[src/hw/rtl/assert_macros.svh]
// Assertion macros shared by the open reading frame finder RTL.
// No dependencies; the bodies are empty when SYNTHESIS is defined.
`ifndef ASSERT_MACROS_SVH
`define ASSERT_MACROS_SVH

`ifndef SYNTHESIS
// Checked at every clock edge except while reset is asserted.
`define ASSERT_CLK_RST(label, clk, rst, prop, msg) \
  label: assert property (@(posedge clk) disable iff (rst) prop) else $error(msg);
// Checked at every clock edge, reset included.
`define ASSERT_CLK(label, clk, prop, msg) \
  label: assert property (@(posedge clk) prop) else $error(msg);
`else
`define ASSERT_CLK_RST(label, clk, rst, prop, msg)
`define ASSERT_CLK(label, clk, prop, msg)
`endif

`endif

[src/hw/rtl/orf_pkg.sv]
// Types and constants of the open reading frame finder.
// No dependencies; used by every module of the block.
package orf_pkg;

  localparam int POS_W = 21;
  localparam int CNT_W = 19;
  localparam int CFG_W = 64;
  localparam int CFG_IDX_W = 2;

  // Position counter stops here; later bases share this position.
  localparam logic [POS_W-1:0] MAX_BASES = 21'd1048576;
  localparam logic [CNT_W-1:0] COUNT_MAX = 19'd524287;

  // Register reset values: frame grouping from base 1, ATG start, TAA/TAG/TGA stop.
  localparam logic [POS_W-1:0] FRAME_START_RESET = 21'd1;
  localparam logic [CFG_W-1:0] START_MASK_RESET = 64'd16384;
  localparam logic [CFG_W-1:0] STOP_MASK_RESET = 64'd73464968921481216;

  typedef enum logic [CFG_IDX_W-1:0] {
    CFG_FRAME_START = 2'd0,
    CFG_START_MASK  = 2'd1,
    CFG_STOP_MASK   = 2'd2
  } cfg_index_t;

  typedef enum logic [1:0] {
    PH_FIRST  = 2'd0,
    PH_SECOND = 2'd1,
    PH_THIRD  = 2'd2
  } phase_t;

  typedef struct packed {
    logic [1:0] base;
    logic       last;
  } orf_item_t;

  typedef struct packed {
    logic [CNT_W-1:0] length_codons;
    logic [POS_W-1:0] start_pos;
  } orf_result_t;

  typedef struct packed {
    logic        valid;
    orf_result_t result;
  } orf_emit_t;

endpackage

[src/hw/rtl/orf_in_stage.sv]
// Input register of the open reading frame finder.
// Depends on orf_pkg for the item type.
module orf_in_stage (
  input  logic                clk,
  input  logic                rst,
  input  logic                in_valid,
  output logic                in_ready,
  input  orf_pkg::orf_item_t  in_item,
  input  logic                advance,
  output logic                held_valid,
  output orf_pkg::orf_item_t  held_item
);

  // The held word moves on whenever the result side has room.
  assign in_ready = !held_valid || advance;

  // Valid bit of the held word.
  always_ff @(posedge clk) begin
    if (rst) begin
      held_valid <= 1'b0;
    end else if (in_ready) begin
      held_valid <= in_valid;
    end
  end

  // Payload of the held word.
  always_ff @(posedge clk) begin
    if (in_valid && in_ready) begin
      held_item <= in_item;
    end
  end

endmodule

[src/hw/rtl/orf_tracker.sv]
// Codon grouping, start/stop matching and frame counting, plus the config registers.
// Depends on orf_pkg and assert_macros.svh.
`include "assert_macros.svh"

module orf_tracker (
  input  logic                                  clk,
  input  logic                                  rst,
  input  logic                                  cfg_we,
  input  logic [orf_pkg::CFG_IDX_W-1:0]         cfg_index,
  input  logic [orf_pkg::CFG_W-1:0]             cfg_wdata,
  input  logic                                  step,
  input  orf_pkg::orf_item_t                    item,
  output orf_pkg::orf_emit_t                    emit
);

  logic [orf_pkg::POS_W-1:0] frame_start;
  logic [orf_pkg::CFG_W-1:0] start_mask;
  logic [orf_pkg::CFG_W-1:0] stop_mask;

  logic [orf_pkg::POS_W-1:0] pos, pos_next;
  orf_pkg::phase_t           phase, phase_next;
  logic [3:0]                codon_bits, codon_bits_next;
  logic                      frame_open, frame_open_next;
  logic                      finished, finished_next;
  logic [orf_pkg::POS_W-1:0] open_start, open_start_next;
  logic [orf_pkg::CNT_W-1:0] count, count_next;

  logic [5:0] idx;
  logic       active;
  logic       close;

  // Configuration registers.
  always_ff @(posedge clk) begin
    if (rst) begin
      frame_start <= orf_pkg::FRAME_START_RESET;
      start_mask  <= orf_pkg::START_MASK_RESET;
      stop_mask   <= orf_pkg::STOP_MASK_RESET;
    end else if (cfg_we) begin
      case (cfg_index)
        orf_pkg::CFG_FRAME_START: frame_start <= cfg_wdata[orf_pkg::POS_W-1:0];
        orf_pkg::CFG_START_MASK:  start_mask  <= cfg_wdata;
        orf_pkg::CFG_STOP_MASK:   stop_mask   <= cfg_wdata;
        default: ;
      endcase
    end
  end

  // Next state and result for the word at hand.
  always_comb begin
    pos_next        = pos;
    phase_next      = phase;
    codon_bits_next = codon_bits;
    frame_open_next = frame_open;
    finished_next   = finished;
    open_start_next = open_start;
    count_next      = count;
    close           = 1'b0;
    idx             = {codon_bits, item.base};
    active          = !finished && (pos >= frame_start);

    if (active) begin
      case (phase)
        orf_pkg::PH_FIRST: begin
          // First base of a codon; remember where it began while searching.
          if (!frame_open) begin
            open_start_next = pos;
          end
          codon_bits_next = {2'b00, item.base};
          phase_next      = orf_pkg::PH_SECOND;
        end
        orf_pkg::PH_SECOND: begin
          codon_bits_next = {codon_bits[1:0], item.base};
          phase_next      = orf_pkg::PH_THIRD;
        end
        default: begin
          // Codon complete: look it up in the start or the stop mask.
          phase_next      = orf_pkg::PH_FIRST;
          codon_bits_next = 4'd0;
          if (!frame_open) begin
            if (start_mask[idx]) begin
              frame_open_next = 1'b1;
              count_next      = orf_pkg::CNT_W'(1);
            end
          end else begin
            if (count < orf_pkg::COUNT_MAX) begin
              count_next = count + orf_pkg::CNT_W'(1);
            end
            if (stop_mask[idx]) begin
              finished_next = 1'b1;
              close         = 1'b1;
            end
          end
        end
      endcase
    end

    // Position saturates at the top of the range.
    if (pos < orf_pkg::MAX_BASES) begin
      pos_next = pos + orf_pkg::POS_W'(1);
    end

    // A closed frame reports itself; the last base reports zeros if no frame was closed.
    emit.valid                = close || (item.last && !finished_next);
    emit.result.start_pos     = close ? open_start : '0;
    emit.result.length_codons = close ? count_next : '0;

    // End of sequence rearms the tracker.
    if (item.last) begin
      pos_next        = orf_pkg::FRAME_START_RESET;
      phase_next      = orf_pkg::PH_FIRST;
      codon_bits_next = 4'd0;
      frame_open_next = 1'b0;
      finished_next   = 1'b0;
      open_start_next = '0;
      count_next      = '0;
    end
  end

  // Tracking state.
  always_ff @(posedge clk) begin
    if (rst) begin
      pos        <= orf_pkg::FRAME_START_RESET;
      phase      <= orf_pkg::PH_FIRST;
      codon_bits <= 4'd0;
      frame_open <= 1'b0;
      finished   <= 1'b0;
      open_start <= '0;
      count      <= '0;
    end else if (step) begin
      pos        <= pos_next;
      phase      <= phase_next;
      codon_bits <= codon_bits_next;
      frame_open <= frame_open_next;
      finished   <= finished_next;
      open_start <= open_start_next;
      count      <= count_next;
    end
  end

  // A frame can only be finished after it was opened.
  `ASSERT_CLK_RST(a_finished_needs_open, clk, rst, finished |-> frame_open, "finished without frame")
  // An open frame always holds at least its start codon.
  `ASSERT_CLK_RST(a_open_count_nonzero, clk, rst, frame_open |-> (count != '0), "open frame with zero count")
  // A zero result is only given on the last base.
  `ASSERT_CLK_RST(a_zero_only_on_last, clk, rst, (emit.valid && !close) |-> item.last, "zero result off last")

endmodule

[src/hw/rtl/orf_out_stage.sv]
// Result register of the open reading frame finder.
// Depends on orf_pkg for the result type.
module orf_out_stage (
  input  logic                 clk,
  input  logic                 rst,
  input  logic                 load,
  input  orf_pkg::orf_result_t load_result,
  output logic                 out_valid,
  input  logic                 out_ready,
  output orf_pkg::orf_result_t out_result,
  output logic                 room
);

  // The slot is free when empty or being taken this cycle.
  assign room = !out_valid || out_ready;

  always_ff @(posedge clk) begin
    if (rst) begin
      out_valid <= 1'b0;
    end else if (room) begin
      out_valid <= load;
    end
  end

  always_ff @(posedge clk) begin
    if (load && room) begin
      out_result <= load_result;
    end
  end

endmodule

[src/hw/rtl/open_reading_frame_finder_core.sv]
// Usage:
// Input stream (s_*): one nucleotide word per beat, tdata[1:0] = base
// (A 0, C 1, G 2, T 3), tlast on the final base of a sequence.
// Output stream (m_*): at most one word per sequence: the 1-based start
// position of the first open reading frame and its length in codons, start
// and stop included; both are zero if the sequence ends with no stop.
// Config port: cfg_we with cfg_index 0 frame_start, 1 start codon mask,
// 2 stop codon mask; write only while the block is idle.
// Throughput: one base per cycle while the receiver does not stall.
// A base is held in the input register, and its result, if any, is then
// loaded into the result register, which drives m_tvalid.
// When the receiver stalls with a result pending, s_tready drops once the
// input register is full; nothing is lost or repeated.
// Reset clears all tracking state and loads the default registers
// (frame start 1, ATG start, TAA/TAG/TGA stop). After each tlast the
// tracking state rearms on its own; the registers are kept.
// Depends on orf_pkg, orf_in_stage, orf_tracker, orf_out_stage, assert_macros.svh.
`include "assert_macros.svh"

module open_reading_frame_finder_core (
  input  logic                          clk,
  input  logic                          rst,
  input  logic                          s_tvalid,
  output logic                          s_tready,
  input  logic [7:0]                    s_tdata,   // [1:0] base, zero padded
  input  logic                          s_tlast,
  output logic                          m_tvalid,
  input  logic                          m_tready,
  output logic [39:0]                   m_tdata,   // [20:0] start_pos, [39:21] length_codons
  input  logic                          cfg_we,
  input  logic [orf_pkg::CFG_IDX_W-1:0] cfg_index,
  input  logic [orf_pkg::CFG_W-1:0]     cfg_wdata
);

  orf_pkg::orf_item_t   in_item;
  orf_pkg::orf_item_t   held_item;
  orf_pkg::orf_emit_t   emit;
  orf_pkg::orf_result_t out_result;
  logic                 held_valid;
  logic                 room;
  logic                 step;

  assign in_item.base = s_tdata[1:0];
  assign in_item.last = s_tlast;

  // A held word is processed when the result register can take a result.
  assign step = held_valid && room;

  orf_in_stage u_in (
    .clk        (clk),
    .rst        (rst),
    .in_valid   (s_tvalid),
    .in_ready   (s_tready),
    .in_item    (in_item),
    .advance    (room),
    .held_valid (held_valid),
    .held_item  (held_item)
  );

  orf_tracker u_tracker (
    .clk       (clk),
    .rst       (rst),
    .cfg_we    (cfg_we),
    .cfg_index (cfg_index),
    .cfg_wdata (cfg_wdata),
    .step      (step),
    .item      (held_item),
    .emit      (emit)
  );

  orf_out_stage u_out (
    .clk         (clk),
    .rst         (rst),
    .load        (step && emit.valid),
    .load_result (emit.result),
    .out_valid   (m_tvalid),
    .out_ready   (m_tready),
    .out_result  (out_result),
    .room        (room)
  );

  assign m_tdata = {out_result.length_codons, out_result.start_pos};

  // No base is processed while a result waits on a stalled receiver.
  `ASSERT_CLK_RST(a_no_step_when_stalled, clk, rst, m_tvalid && !m_tready |-> !step, "step on stall")
  // Every result produced reaches the output register.
  `ASSERT_CLK_RST(a_result_lands, clk, rst, (step && emit.valid) |=> m_tvalid, "result lost")
  // Reset empties the output.
  `ASSERT_CLK(a_reset_clears_out, clk, rst |=> !m_tvalid, "output valid after reset")

endmodule
[config.mk]
export PLATFORM = sky130hd
export DESIGN_NAME = open_reading_frame_finder_core
export DESIGN_NICKNAME = d
export VERILOG_FILES = /design/src/hw/rtl/orf_pkg.sv /design/src/hw/rtl/orf_in_stage.sv /design/src/hw/rtl/orf_tracker.sv /design/src/hw/rtl/orf_out_stage.sv /design/src/hw/rtl/open_reading_frame_finder_core.sv
export VERILOG_INCLUDE_DIRS = /design/src /design/src/hw/rtl
export SDC_FILE = /design/constraint.sdc
export NUM_CORES = 1
export LEC_CHECK = 0
export BUFFER_PORTS_ARGS = -buffer_cell sky130_fd_sc_hd__buf_2
export CORE_MARGIN = 4
export CORE_UTILIZATION = 45
export CTS_CLUSTER_DIAMETER = 100
export DETAILED_ROUTE_END_ITERATION = 10
export MAX_ROUTING_LAYER = met4
export PLACE_DENSITY_LB_ADDON = 0.12
export SLEW_MARGIN = 20
export SYNTH_ARGS = -nofsm -noshare
export SYNTH_HDL_FRONTEND = slang
export SYNTH_SLANG_ARGS = --single-unit
[constraint.sdc]
create_clock -name clk -period 13.7 [get_ports clk]
set_input_delay 1.37 -clock clk [delete_from_list [all_inputs] [get_ports clk]]
set_output_delay 1.37 -clock clk [all_outputs]
set_load 0.05 [all_outputs]
==> results.yml <==
status:
  status: "completed"
floorplanning:
  rows: 58
  fp.dieH_um: 170
  dieArea_um2: 28800
  die_x_um: 170
  core-area_um2: 25500
  start_util_pct: 46.2
  io_pins: 122
timing:
  fin_ws_ns: 9.86
  worst_pin_slew_ns: 0.972
  rsz0062_at_grt: "no"
  final.period_utilization_pct: 28.0
  finalHoldViolations: 0
  setup_viol: 0
  slew_headroom_pct: 35.2
  hold_slack_ns: 0.451
  slew_viol_final: 0
  max_freq_ghz: 0.260
  finalClockSkew_ns: 0.0109
  fin_tns_setup_ns: 0
  layout_min_cycle_time_ns: 3.84
place:
  post-place-ws_ns: 9.57
  dp_cells: 1690
  io_buffers: 115
  gp_congestion: 0.838
  place.detailed.hpwl_mm: 18.8
synthesis:
  synth_seq_area_share_pct: 48.4
  synth-seq-cells: 263
  synthFlopType: "dfxtp_1"
  yosysWarnings: 0
  synth_area_um2: 11800
  synth_edf_count: 43
  synthCells: 1325
  async_reset_ff_share_pct: 0
  ys_types: 66
  avgSynthCellArea_um2: 8.89
  synth_nets: 1428
global_route:
  grt_start_max_net_pins: 82
  grtUsageTotal_pct: 19.9
  grt_pass1_vias: 9010
  antenna_found_initial: 0
  overflow: 0
  grt_pass1_wl_mm: 46.6
pwr:
  p_switching_w: 0.000397
  p_comb_share_pct: 7.7
  leakage_nw: 4.83
  power_density_nw_per_um2: 124
  seqPwrFrac_pct: 49.1
  intPower_w: 0.00126
  swShare_pct: 23.9
  ir_worst_vdd_v: 0.0000888
  clock_power_share_pct: 43.2
critical_path:
  cp.arrival_ns: 4.14
  worstSetupPathType: "reg2reg"
  cpMaxStageDelayCell: "mux4_1"
  crit_path_max_incr_delay_ns: 0.67
  crit_chain: "buf_4 -> mux4_1 -> nand4b_1 -> nand4_1 -> nor4_1 -> a31o_1 -> nor2_1 -> a311oi_1"
  crit_fanout: 36
  start_kind: "register"
  crit_family: "compound AO/OA/AOI/OAI gates"
  critPathBufInv: 1
  cp_data_required_time_ns: 14.00
  end_kind: "register"
detailed_routing:
  wirelength_mm: 28.6
  ant_nets: 0
  routedWlPerCell_um: 16.4
  first_pass_iters: 8
  vias: 9501
  drtIter0Drc: 728
  via_per_inst: 5.46
  drcViolationCount: 0
cts:
  cts_post_setup_buffers_inserted: 0
  numCtsBuffers: 28
  cts_root_buf: "clkbuf_16"
  cts_tree: "built"
  ctsHoldBuffers: 0
  cts_sinks: 263
  clk_latency_ns: 0.54
  htree_num_levels: 1
  cts_resized: 0
  path_clk_slew_ns: 0.06
  clockBufferDepth: 3
layout:
  final_common_cell: "nand2_1"
  syn_to_final_growth_pct: 13.3
  fin_nets: 1493
  layout.cells.most_common_list: "nand2_1 (351), dfxtp_1 (220), a21oi_1 (186)"
  drive_gt1_share_pct: 14.5
  nFillCells: 2405
  diodes: 0
  utilization_pct: 52.4
  stdcell_count: 1740
hold_path:
  hold_class: "reg2reg"
flow_run:
  drv_cap: 0
[power by group through the flow]
stage / clock, W / combinational, W / sequential, W
final: 0.000717 / 0.000128 / 0.000814
after global routing: 0.000767 / 0.000140 / 0.000816
after CTS: 0.000736 / 0.000129 / 0.000814
after detailed placement: 0 / 0.000128 / 0.000831
after global placement: 0 / 0.000128 / 0.000831
after floorplan: 0 / 0.0000741 / 0.000843
[worst paths after layout]
| kind | to | slack, ns | depth (start not counted) | startpoint |
|---|---|---|---|---|
| setup / recovery | u_out.out_result[36] | 9.86 | 8 | u_in.held_item[1] |
| hold / removal | u_tracker.stop_mask[43] | 0.45 | 2 | u_tracker.stop_mask[43] |
| setup reg to reg | u_out.out_result[36] | 9.86 | 8 | u_in.held_item[1] |
| hold reg to reg | u_tracker.stop_mask[43] | 0.45 | 2 | u_tracker.stop_mask[43] |
[worst register-to-register path: stages (launching register included)]
cell	delay [ns]
edfxtp_1	0.32
buf_4	0.49
mux4_1	0.70
nand4b_1	0.12
nand4_1	0.10
nor4_1	0.32
a31o_1	0.67
nor2_1	0.37
a311oi_1	0.50
[metal layers]
layer	wire (um)	up-vias	GRT usage (%)
li1	-	4794	-
met1	13200	4481	26.7
met2	13500	186	32.6
met3	1270	40	2.70
met4	531	0	4.27
met5	0	-	-
[logic make-up after synthesis]
group | share of synthesized area, %
buf+inv | 4.71
xor+xnor | 0.967
simple gates | 20.4
compound gates | 15.9
mux | 7.21
fa+ha+maj | 2.44
flops | 48.4
[final cells by class]
cell class,instances,area [um^2],area share (%)
flip-flops and latches,263,5700,42.7
clock inverters,10,81.3,0.610
clock buffers,40,787,5.90
well taps,330,413,3.09
inverters,32,120,0.900
repair buffers,129,683,5.12
multi-input cells,936,5560,41.7
[cell usage after synthesis (all sizes together) (6+ instances only)]
cell type | n | area [um^2]
buf | 32 | 201
nand4 | 12 | 75.1
nor2b | 9 | 56.3
mux4 | 32 | 758
a311oi | 6 | 52.6
xor2 | 7 | 61.3
ha | 23 | 288
nor3 | 19 | 95.1
dfxtp | 220 | 4400
a22o | 22 | 193
o21ai | 25 | 125
clkbuf | 62 | 233
nand3 | 30 | 150
nand2 | 352 | 1330
mux2i | 8 | 80.1
a21oi | 188 | 945
and3 | 29 | 181
edfxtp | 43 | 1290
a32oi | 6 | 52.6
and2 | 6 | 37.5
a31oi | 13 | 87.6
xnor2 | 6 | 52.6
a21o | 9 | 67.6
nor2 | 52 | 195
or3 | 16 | 100
inv | 30 | 113
a211oi | 15 | 118
[flip-flops by register name, indices dropped and copies added, names as in the netlist]
signal	cells
u_out.out_valid	1
u_out.out_result	40
u_tracker.start_mask	64
u_tracker.open_start	21
u_in.held_valid	1
u_in.held_item	3
u_tracker.count	19
u_tracker.frame_start	21
u_tracker.pos	21
u_tracker.frame_open	1
u_tracker.stop_mask	64
u_tracker.codon_bits	4
u_tracker.finished	1
u_tracker.phase	2
[stage by stage]
| step | power [W] | cell area (um^2) |
|---|---|---|
| final | 0.00166 | 13300 |
| after global routing | 0.00172 | 13300 |
| after CTS | 0.00168 | 13300 |
| after detailed placement | 0.000960 | 12500 |
| after global placement | 0.000958 | 12500 |
| after floorplan | 0.000917 | 11800 |
(Power assumes the default switching activity.)
